<file path="src/bts_pkg.sv">
package bts_pkg;

  // Width of the thread fields on the ports.
  localparam int unsigned FIELD_W = 16;

  typedef enum logic [1:0] {
    FN_SCHEDULE = 2'd0,
    FN_IN_ORDER = 2'd1,
    FN_NEXT     = 2'd2,
    FN_RESTART  = 2'd3
  } func_t;

  typedef enum logic [1:0] {
    OP_HOLD,
    OP_INSERT,
    OP_POP
  } cell_op_t;

  // Control broadcast from the scheduler to every stack cell.
  typedef struct packed {
    cell_op_t op;
    logic     shift;
  } cell_ctrl_t;

endpackage

</file>
<file path="src/bts_cell.sv">
// One stack entry. Cell 0 is the top of the stack; deeper cells sit at
// higher indexes.
module bts_cell #(
  parameter int unsigned IDX = 0,
  parameter int unsigned CW  = 7,
  parameter int unsigned W   = 16
) (
  input  logic                clk,
  input  bts_pkg::cell_ctrl_t ctrl,
  input  logic [CW-1:0]       point,
  input  logic [W-1:0]        new_id,
  input  logic [W-1:0]        from_prev,
  input  logic [W-1:0]        from_next,
  output logic [W-1:0]        data
);

  logic [W-1:0] data_next;
  logic [CW:0]  my_idx;
  logic [CW:0]  pt;

  assign my_idx = (CW + 1)'(IDX);
  assign pt     = {1'b0, point};

  always_comb begin
    data_next = data;
    if (ctrl.shift) begin
      unique case (ctrl.op)
        bts_pkg::OP_INSERT: begin
          // Cells above the insert point hold; below it, move one deeper.
          if (my_idx > pt) begin
            data_next = from_prev;
          end else if (my_idx == pt) begin
            data_next = new_id;
          end
        end
        bts_pkg::OP_POP: data_next = from_next;
        default:         data_next = data;
      endcase
    end
  end

  always_ff @(posedge clk) begin
    data <= data_next;
  end

endmodule

</file>
<file path="src/backtrack_thread_scheduler.sv">
// Depth-first thread scheduler. Takes one request (schedule, schedule in
// order, take next, restart) per clock while in_ready is high, and returns
// one result beat per request, registered when the request is accepted; a
// new request is taken in the same cycle the previous result is taken. The
// stack is a row of STACK_DEPTH cells with the top in cell 0: push, insert
// and pop move every affected cell one place at once, so a request's cost
// does not depend on stack depth or insert position. A push or insert into
// a full stack is dropped and flagged on overflow. Stack contents are not
// cleared at reset; only entries below the current length are ever read.
module backtrack_thread_scheduler #(
  parameter int unsigned STACK_DEPTH = 64,
  parameter int unsigned ID_WIDTH    = 16
) (
  input  logic                        clk,
  input  logic                        rst,
  input  logic                        in_valid,
  output logic                        in_ready,
  input  logic [1:0]                  func,
  input  logic [bts_pkg::FIELD_W-1:0] thread_id,
  output logic                        res_valid,
  input  logic                        res_ready,
  output logic [bts_pkg::FIELD_W-1:0] out_thread,
  output logic                        out_valid,
  output logic                        pending,
  output logic                        overflow
);

  localparam int unsigned CW = $clog2(STACK_DEPTH + 2);

  logic                active_valid, active_valid_next;
  logic [ID_WIDTH-1:0] active_thread, active_thread_next;
  logic [CW-1:0]       length, length_next;
  logic [CW-1:0]       insert_index, insert_index_next;

  logic [ID_WIDTH-1:0] cell_q [STACK_DEPTH];
  bts_pkg::cell_ctrl_t ctrl;
  logic [CW-1:0]       point;

  logic                in_fire;
  logic                full;
  logic [31:0]         tid_ext;
  logic [ID_WIDTH-1:0] id;
  logic [ID_WIDTH-1:0] given;
  logic [31:0]         given_ext;
  logic                given_valid;
  logic                dropped;

  assign in_ready  = !res_valid || res_ready;
  assign in_fire   = in_valid && in_ready;
  assign full      = (length == CW'(STACK_DEPTH));
  assign tid_ext   = 32'(thread_id);
  assign id        = tid_ext[ID_WIDTH-1:0];
  assign given_ext = 32'(given);

  always_comb begin
    active_valid_next  = active_valid;
    active_thread_next = active_thread;
    length_next        = length;
    insert_index_next  = insert_index;
    ctrl.op            = bts_pkg::OP_HOLD;
    ctrl.shift         = 1'b0;
    point              = '0;
    given              = '0;
    given_valid        = 1'b0;
    dropped            = 1'b0;
    if (in_fire) begin
      unique case (bts_pkg::func_t'(func))
        bts_pkg::FN_SCHEDULE, bts_pkg::FN_IN_ORDER: begin
          if (bts_pkg::func_t'(func) == bts_pkg::FN_SCHEDULE || insert_index > length) begin
            // Plain schedule; in-order variant parks the index at the old length.
            insert_index_next = (bts_pkg::func_t'(func) == bts_pkg::FN_SCHEDULE) ?
                                CW'(length + 1'b1) : length;
            if (!active_valid) begin
              active_valid_next  = 1'b1;
              active_thread_next = id;
            end else if (full) begin
              dropped = 1'b1;
            end else begin
              ctrl.op     = bts_pkg::OP_INSERT;
              ctrl.shift  = 1'b1;
              length_next = CW'(length + 1'b1);
            end
          end else if (full) begin
            dropped = 1'b1;
          end else begin
            // Insert point counted from the top; zero is a plain push.
            ctrl.op     = bts_pkg::OP_INSERT;
            ctrl.shift  = 1'b1;
            point       = CW'(length - insert_index);
            length_next = CW'(length + 1'b1);
          end
        end
        bts_pkg::FN_NEXT: begin
          insert_index_next = CW'(length + 1'b1);
          if (active_valid) begin
            given              = active_thread;
            given_valid        = 1'b1;
            active_valid_next  = 1'b0;
            active_thread_next = '0;
          end else if (length != '0) begin
            given       = cell_q[0];
            given_valid = 1'b1;
            ctrl.op     = bts_pkg::OP_POP;
            ctrl.shift  = 1'b1;
            length_next = CW'(length - 1'b1);
          end
        end
        bts_pkg::FN_RESTART: begin
          active_valid_next  = 1'b0;
          active_thread_next = '0;
          insert_index_next  = '0;
        end
        default: ;
      endcase
    end
  end

  genvar gi;
  generate
    for (gi = 0; gi < STACK_DEPTH; gi++) begin : g_cell
      logic [ID_WIDTH-1:0] prev_d;
      logic [ID_WIDTH-1:0] next_d;
      if (gi == 0) begin : g_first
        assign prev_d = id;
      end else begin : g_mid_prev
        assign prev_d = cell_q[gi-1];
      end
      if (gi == STACK_DEPTH - 1) begin : g_last
        assign next_d = '0;
      end else begin : g_mid_next
        assign next_d = cell_q[gi+1];
      end
      bts_cell #(
        .IDX (gi),
        .CW  (CW),
        .W   (ID_WIDTH)
      ) u_cell (
        .clk       (clk),
        .ctrl      (ctrl),
        .point     (point),
        .new_id    (id),
        .from_prev (prev_d),
        .from_next (next_d),
        .data      (cell_q[gi])
      );
    end
  endgenerate

  always_ff @(posedge clk) begin
    if (rst) begin
      active_valid  <= 1'b0;
      active_thread <= '0;
      length        <= '0;
      insert_index  <= '0;
      res_valid     <= 1'b0;
    end else begin
      active_valid  <= active_valid_next;
      active_thread <= active_thread_next;
      length        <= length_next;
      insert_index  <= insert_index_next;
      if (in_fire) begin
        res_valid <= 1'b1;
      end else if (res_ready) begin
        res_valid <= 1'b0;
      end
    end
  end

  // Result beat payload; held while the beat waits.
  always_ff @(posedge clk) begin
    if (in_fire) begin
      out_thread <= given_ext[bts_pkg::FIELD_W-1:0];
      out_valid  <= given_valid;
      pending    <= active_valid_next || (length_next != '0);
      overflow   <= dropped;
    end
  end

  a_len_bound: assert property (@(posedge clk) disable iff (rst)
    length <= CW'(STACK_DEPTH))
    else $error("stack length beyond depth");

  // Take next sets the index before its pop, so it may sit two above the length.
  a_index_bound: assert property (@(posedge clk) disable iff (rst)
    (CW+1)'(insert_index) <= (CW+1)'(length) + (CW+1)'(2))
    else $error("insert index beyond length plus two");

  a_restart_clears: assert property (@(posedge clk) disable iff (rst)
    in_fire && func == bts_pkg::FN_RESTART |=> !active_valid && insert_index == '0)
    else $error("restart left active slot or index set");

  a_give_no_drop: assert property (@(posedge clk) disable iff (rst)
    res_valid && out_valid |-> !overflow)
    else $error("thread handed out and drop flagged together");

  a_pop_shrinks: assert property (@(posedge clk) disable iff (rst)
    in_fire && ctrl.op == bts_pkg::OP_POP |=> length == CW'($past(length) - 1'b1))
    else $error("pop did not shorten the stack");

endmodule
</file>
<file path="config.mk">
export PLATFORM = sky130hd
export DESIGN_NAME = backtrack_thread_scheduler
export DESIGN_NICKNAME = d
export VERILOG_FILES = /design/src/bts_pkg.sv /design/src/bts_cell.sv /design/src/backtrack_thread_scheduler.sv
export SDC_FILE = /design/constraint.sdc
export NUM_CORES = 2
export LEC_CHECK = 0
export ABC_AREA = 1
export ABC_CLOCK_PERIOD_IN_PS = 6600
export BUFFER_PORTS_ARGS = -buffer_cell sky130_fd_sc_hd__buf_4
export CAP_MARGIN = 25
export CORE_UTILIZATION = 66
export DETAILED_ROUTE_END_ITERATION = 16
export GPL_ROUTABILITY_DRIVEN = 0
export HOLD_SLACK_MARGIN = 0.05
export PLACE_DENSITY = 0.87
export SLEW_MARGIN = 20
export SYNTH_ARGS = -nofsm -noshare
export SYNTH_HDL_FRONTEND = slang
export SYNTH_SLANG_ARGS = --single-unit
export TNS_END_PERCENT = 1
</file>
<file path="constraint.sdc">
create_clock -name clk -period 6.6 [get_ports clk]
set_input_delay 0.66 -clock clk [delete_from_list [all_inputs] [get_ports clk]]
set_output_delay 0.66 -clock clk [all_outputs]
set_load 0.005 [all_outputs]
</file>
* Word-level counts from Yosys, hierarchy flattened
Cells that the tools add are included.
** Cells by class
- Multiplexer cells :: 229
- Order comparisons :: 65
- Reductions and logical operators :: 79
- Eq/ne operators :: 136
- Add/sub/neg operators :: 3
** Operators with widths (count)
- two-way mux 16 bit :: 133
- one-hot mux 16 bit (2 select lines) :: 64
- equality test 6 x 7 -> 1 bit (first input constant) :: 32
- greater-than comparator 6 x 7 -> 1 bit (first input constant) :: 32
- inequality test 3 x 1 -> 1 bit (second input constant) :: 64
- AND reduction 3 bit :: 64
- equality test 5 x 7 -> 1 bit (first input constant) :: 16
- greater-than comparator 5 x 7 -> 1 bit (first input constant) :: 16
- two-way mux 7 bit :: 12
- equality test 4 x 7 -> 1 bit (first input constant) :: 8
- greater-than comparator 4 x 7 -> 1 bit (first input constant) :: 8
- one-hot mux 16 bit (3 select lines) :: 1
- equality test 3 x 7 -> 1 bit (first input constant) :: 4
- greater-than comparator 3 x 7 -> 1 bit (first input constant) :: 4
- one-hot mux 7 bit (3 select lines) :: 1
- equality test 2 x 7 -> 1 bit (first input constant) :: 2
- greater-than comparator 1 x 7 -> 1 bit (first input constant) :: 2
- greater-than comparator 2 x 7 -> 1 bit (first input constant) :: 2
- one-hot mux 7 bit (2 select lines) :: 1
- nonzero test 7 bit :: 2
- two-way mux 3 bit :: 4
- two-way mux 1 bit :: 9
- logical NOT 8 bit :: 1
- adder 7 x 1 -> 7 bit (second input constant) :: 1
- 19 further kinds :: 29
** Word-level totals
- Word-level logic and storage cells :: 585
- Flip-flop bits (word level) :: 1075

* Longest topological paths before layout
- Depth after elaboration :: 9
- Mapped depth :: 22
- Gate-level depth less buffers :: 18

* Least setup slack after synthesis
Ideal clock, no wire load.
- Kind :: reg-to-reg
- Start point :: register length[0]
- End point :: register g_cell[16].u_cell.data[0] (enable)
- Period minus slack after synthesis :: 3742 ps
- Path buffers :: 1
- Stages on the path, launching flop included :: 17
- Data arrival time :: 3343 ps
- Setup slack :: 2858 ps
- Data required time :: 6201 ps
- Library setup time :: 399 ps
- Path through :: dfxtp_1 -> inv_1 -> ha_1 -> inv_1 -> nand3_1 -> nand2_2 -> nand2_2 -> nand2_4 -> nand2_1 -> nand2_1 -> nand2_1 -> nor2_1 -> ha_1 -> nor2_2 -> inv_1 -> buf_2 -> a31oi_1
** On the way
- Longest elaborated chain between the ends :: 9
- Elaborated cells on any way between the ends :: 23
- Those cells by class :: add/sub: 1; order compare: 2; eq/ne: 5; mux: 11; reduce/logical: 4
** RTL lines
- from (decl) :: RTL line backtrack_thread_scheduler.sv:32 : logic [CW-1:0] length, length_next;
- from (signal assigned) :: RTL line backtrack_thread_scheduler.sv:159 : length <= length_next;
- parallel branches: the longest is 8 deep, another holds subtractor 7 bit
- AND reduction 3 bit (no line) *
- to (signal assigned) :: RTL line bts_cell.sv:43 : data <= data_next;
- to (decl) :: RTL line bts_cell.sv:14 : output logic [W-1:0] data
Mark *: on every way between the ends.
A chain may end at the register's enable or synchronous reset.

* Worst setup path after layout
- Start point :: register length[0]
- End point :: register g_cell[41].u_cell.data[10] (enable)
** On the way
- Longest elaborated chain between the ends :: 9
- Elaborated cells on any way between the ends :: 23
- Those cells by class :: add/sub: 1; order compare: 2; eq/ne: 5; mux: 11; reduce/logical: 4
** RTL lines (RTL line)
- parallel branches: the longest is 8 deep, another holds subtractor 7 bit
- AND reduction 3 bit (no line) *
- to (signal assigned) :: bts_cell.sv:43
- to (decl) :: bts_cell.sv:14
Marked as above.

==> metrics.txt <==
# TYPE chip_impl_metric gauge
chip_impl_metric{name="ys_warns",unit=""} 0
chip_impl_metric{name="design.core.area",unit="mm2"} 0.0922
chip_impl_metric{name="ys_async_sr_fraction",unit="%"} 0
chip_impl_metric{name="switching_portion_of_total_power",unit="%"} 29.3
chip_impl_metric{name="finalMaxSlewViolations",unit=""} 0
chip_impl_metric{name="first_global_vias",unit=""} 52100
chip_impl_metric{name="timing.final.crit_period",unit="ns"} 5.07
chip_impl_metric{name="ctsHoldBuffers",unit=""} 0
chip_impl_metric{name="power-per-cell-area",unit="mW/mm2"} 269
chip_impl_metric{name="wire_per_inst",unit="um"} 20.1
chip_impl_metric{name="proportion_of_layout_cells_with_a_drive_suffix_above_1",unit="%"} 5.92
chip_impl_metric{name="pwr-share-clk",unit="%"} 36.3
chip_impl_metric{name="finalNetCount",unit=""} 7720
chip_impl_metric{name="row_count",unit=""} 111
chip_impl_info{name="timing.hold.worst.class",value="in2reg"} 1
chip_impl_metric{name="synth.lib_cells_used.distinct",unit=""} 44
chip_impl_metric{name="cts-buffers-inserted",unit=""} 113
chip_impl_metric{name="p_total",unit="mW"} 17.7
chip_impl_metric{name="fillerInstances",unit=""} 6729
chip_impl_metric{name="grt_start_max_net_pins",unit=""} 250
chip_impl_metric{name="cts_max_path_buffers",unit=""} 3
chip_impl_info{name="worst_path_dominant_cell_family",value="simple AND/OR/NAND/NOR gates"} 1
chip_impl_info{name="tritoncts_clock_tree",value="done"} 1
chip_impl_info{name="run_status",value="complete, no violations"} 1
chip_impl_metric{name="vdd_ir_drop_max",unit="mV"} 0.234
chip_impl_metric{name="tns",unit="ns"} 0
chip_impl_metric{name="seq_power_share",unit="%"} 45.6
chip_impl_metric{name="timing.final.crit_share",unit="%"} 76.8
chip_impl_metric{name="grt_util_met3",unit="%"} 9.82
chip_impl_metric{name="cell_internal_pwr",unit="mW"} 12.5
chip_impl_metric{name="grt_usage",unit="%"} 37.5
chip_impl_metric{name="required_time_of_the_worst_setup_path",unit="ns"} 7.00
chip_impl_metric{name="area_growth_syn_to_layout",unit="%"} 6.60
chip_impl_metric{name="critPathMaxStageDelay",unit="ns"} 0.63
chip_impl_info{name="critical_path_sink",value="g_cell[41].u_cell.data[10]"} 1
chip_impl_metric{name="drv_cap",unit=""} 0
chip_impl_metric{name="start_util",unit="%"} 67.0
chip_impl_metric{name="post-cts-setup-buffers",unit=""} 0
chip_impl_metric{name="layoutNonFillerInstCount",unit=""} 9022
chip_impl_metric{name="combinational_fraction_of_design_power",unit="%"} 18.0
chip_impl_info{name="timing.critical_path.from_type",value="flip-flop"} 1
chip_impl_metric{name="drc",unit=""} 0
chip_impl_metric{name="clkSinkCount",unit=""} 1075
chip_impl_metric{name="number_of_placed_instances_taps_included",unit=""} 8809
chip_impl_info{name="setup_repair_after_global_routing_missed_its_margin",value="no"} 1
chip_impl_metric{name="synth.yosys.seq_area_share",unit="%"} 51.8
chip_impl_metric{name="cp_max_fo",unit=""} 18
chip_impl_metric{name="grt_antenna_before_repair",unit=""} 3
chip_impl_info{name="setup.worst_path.class",value="reg2reg"} 1
chip_impl_metric{name="clock_latency",unit="ns"} 0.71
chip_impl_metric{name="clk_pin_slew_worst_paths",unit="ns"} 0.06
chip_impl_info{name="ys.flop_type",value="sky130_fd_sc_hd__edfxtp_1"} 1
chip_impl_info{name="crit_slowest_cell",value="sky130_fd_sc_hd__nor2_1"} 1
chip_impl_info{name="regToRegStartpoint",value="length[0]"} 1
chip_impl_metric{name="power_leakage",unit="nW"} 30.0
chip_impl_metric{name="first_iter_violations",unit=""} 10100
chip_impl_metric{name="critical_path_depth",unit=""} 14
chip_impl_metric{name="totalWireLength",unit="mm"} 181
chip_impl_metric{name="max_h_tree_level",unit=""} 3
chip_impl_metric{name="switchingPower",unit="mW"} 5.21
chip_impl_info{name="busiest_layer",value="met2"} 1
chip_impl_metric{name="synth_enable_flop_cells",unit=""} 1043
chip_impl_metric{name="firstDrtPassIters",unit=""} 9
chip_impl_metric{name="count_of_cells_along_the_worst_hold_path",unit=""} 4
chip_impl_info{name="critical_path.startpoint",value="length[0]"} 1
chip_impl_metric{name="chipHeight",unit="um"} 308
chip_impl_metric{name="count_of_cells_along_the_worst_register_to_register_path",unit=""} 14
chip_impl_metric{name="grt_util_met1",unit="%"} 51.3
chip_impl_metric{name="worstMarginPinSlew",unit="ns"} 1.17
chip_impl_metric{name="hold_viol",unit=""} 0
chip_impl_metric{name="route.vias.total",unit=""} 56200
chip_impl_metric{name="die_area",unit="mm2"} 0.0948
chip_impl_metric{name="hpwl",unit="mm"} 111
chip_impl_metric{name="area_occupied_by_multi_input_gates",unit="mm2"} 0.0237
chip_impl_metric{name="crit_arrival",unit="ns"} 5.47
chip_impl_info{name="clockRootBuffer",value="sky130_fd_sc_hd__clkbuf_16"} 1
chip_impl_metric{name="synthesis.area",unit="mm2"} 0.0617
chip_impl_info{name="cells_along_the_critical_path",value="inv_1 > ha_1 > inv_1 > fa_1 > xor2_1 > nand4_1 > buf_4 > nand2_2 > nor2_4 > nand3_2 > nand2_2 > nor2_1 > nor2_1 > buf_4"} 1
chip_impl_metric{name="post_drt_via_cell_ratio",unit=""} 6.22
chip_impl_metric{name="seq_cell_area",unit="mm2"} 0.0320
chip_impl_metric{name="syn_inst",unit=""} 7998
chip_impl_metric{name="setup_violations",unit=""} 0
chip_impl_info{name="rr_endpoint",value="g_cell[41].u_cell.data[10]"} 1
chip_impl_metric{name="worst_clock_skew",unit="ns"} 0.0217
chip_impl_metric{name="synthesis.nets",unit=""} 8033
chip_impl_metric{name="synth-seq-cells",unit=""} 1075
chip_impl_metric{name="ios",unit=""} 43
chip_impl_metric{name="use_met2",unit="%"} 56.0
chip_impl_metric{name="globalRoute.totalOverflow",unit=""} 0
chip_impl_metric{name="cts.repair.resized",unit=""} 0
chip_impl_metric{name="max_slew_margin",unit="%"} 22.0
chip_impl_metric{name="die_x",unit="um"} 308
chip_impl_metric{name="r2r_slack",unit="ns"} 1.53
chip_impl_metric{name="grt_pass1_wl",unit="mm"} 282
chip_impl_metric{name="critPathBufInv",unit=""} 4
chip_impl_metric{name="clock.fmax",unit="MHz"} 197
chip_impl_metric{name="route.antenna.remaining_nets",unit=""} 0
chip_impl_info{name="endpoint_kind",value="flip-flop"} 1
chip_impl_metric{name="port-buffer-count",unit=""} 42
chip_impl_metric{name="synth.avg_cell_area",unit="um2"} 7.72
==> logic make-up after synthesis <==
family | Yosys count | share of synthesized area (%)
flip-flops | 1075 | 51.8
buffers and inverters | 1556 | 9.99
AO/OA/AOI/OAI | 491 | 4.26
adder cells (fa/ha/maj) | 13 | 0.276
XOR/XNOR | 4 | 0.0567
AND/OR/NAND/NOR | 4859 | 33.7
==> sequential cells by signal, indices dropped and copies added (netlist names) <==
register,count
g_cell.u_cell.data,1024
res_valid,1
pending,1
active_valid,1
active_thread,16
insert_index,7
out_valid,1
length,7
overflow,1
out_thread,16
==> metal layers <==
metal / up-vias / share of wire (%)
met3: 715 / 16
met1: 25600 / 36
met4: 6 / 5.1
li1: 25300 / -
met5: - / 0.025
met2: 4523 / 44
==> area by class of cell <==
| class | count | area share [%] |
|---|---|---|
| sequential | 1075 | 48.6 |
| multi-input combinational | 5367 | 36.0 |
| inverter | 984 | 5.63 |
| clock buffer | 139 | 4.57 |
| tap | 1243 | 2.36 |
| timing repair buffer | 144 | 1.93 |
| clock inverter | 67 | 0.941 |
| antenna | 3 | 0.0114 |
==> layout by cell type (no fill, tap or decap), types with 22 or more instances in the layout <==
| cell | netlist | routed |
|---|---|---|
| sky130_fd_sc_hd__clkbuf_16 | 0 | 117 |
| sky130_fd_sc_hd__nand2_1 | 2982 | 2979 |
| sky130_fd_sc_hd__clkinv_2 | 0 | 23 |
| sky130_fd_sc_hd__inv_1 | 956 | 955 |
| sky130_fd_sc_hd__o21ai_0 | 300 | 300 |
| sky130_fd_sc_hd__buf_4 | 39 | 129 |
| sky130_fd_sc_hd__clkinv_1 | 1 | 30 |
| sky130_fd_sc_hd__inv_2 | 27 | 24 |
| sky130_fd_sc_hd__nor2_1 | 140 | 140 |
| sky130_fd_sc_hd__o21ai_1 | 27 | 27 |
| sky130_fd_sc_hd__edfxtp_1 | 1043 | 1043 |
| sky130_fd_sc_hd__clkbuf_1 | 328 | 22 |
| sky130_fd_sc_hd__nand2_2 | 68 | 69 |
| sky130_fd_sc_hd__o22ai_1 | 36 | 36 |
| sky130_fd_sc_hd__a21oi_1 | 83 | 82 |
| sky130_fd_sc_hd__nand3_1 | 1603 | 1603 |
| sky130_fd_sc_hd__dfxtp_1 | 32 | 32 |
==> power groups by stage <==
stage | Combinational [mW] | Clock, mW | Sequential, mW
after floorplan | 2.32 | 0 | 8.18
after global placement | 2.92 | 0 | 8.22
after detailed placement | 3.05 | 0 | 8.23
after CTS | 3.09 | 6.40 | 8.09
after global routing | 3.51 | 6.65 | 8.11
final | 3.20 | 6.44 | 8.10
==> per-stage QoR <==
| step | hold slack, ns | setup slack [ns] | cell area [um2] | utilization, % |
|---|---|---|---|---|
| finish | 0.281 | 1.53 | 65800 | 71.4 |
| global route | 0.307 | 1.20 | 65800 | 71.4 |
| CTS | 0.277 | 1.72 | 65700 | 71.3 |
| detailed placement | 0.457 | 1.77 | 62100 | 67.3 |
| global placement | 0.461 | 1.90 | 62100 | 67.3 |
| floorplan | 0.437 | 2.86 | 61700 | - |
==> synth_stat cells (all sizes together), types with 14 or more instances <==
cell,number,area [um2]
a21oi,85,440
nand3,1625,8250
nand2,3052,11600
nand4,14,121
edfxtp,1043,31300
a22oi,16,120
o22ai,36,225
o21ai,333,1700
nor2,158,711
clkbuf,328,1230
dfxtp,32,641
buf,244,1240
inv,983,3690
==> how the worst min path moves through the flow <==
stage	endpoint	slack [ns]	from
2_1_floorplan	insert_index[6]	0.44	insert_index[6]
3_3_place_gp	insert_index[3]	0.46	insert_index[3]
3_5_place_dp	insert_index[3]	0.46	insert_index[3]
4_1_cts	res_valid	0.28	res_ready
5_1_grt	res_valid	0.31	res_ready
6_report	res_valid	0.28	res_ready
==> worst reg2reg max path: cells and delay by family, from the launching register on <==
family        cells  cell delay, ns
fa+ha+maj         2            0.63
xor+xnor          1            0.24
buf+inv           4            0.91
simple gates      7            2.61
flops             1            0.38
Note: power is estimated with default switching activity, not from simulation.
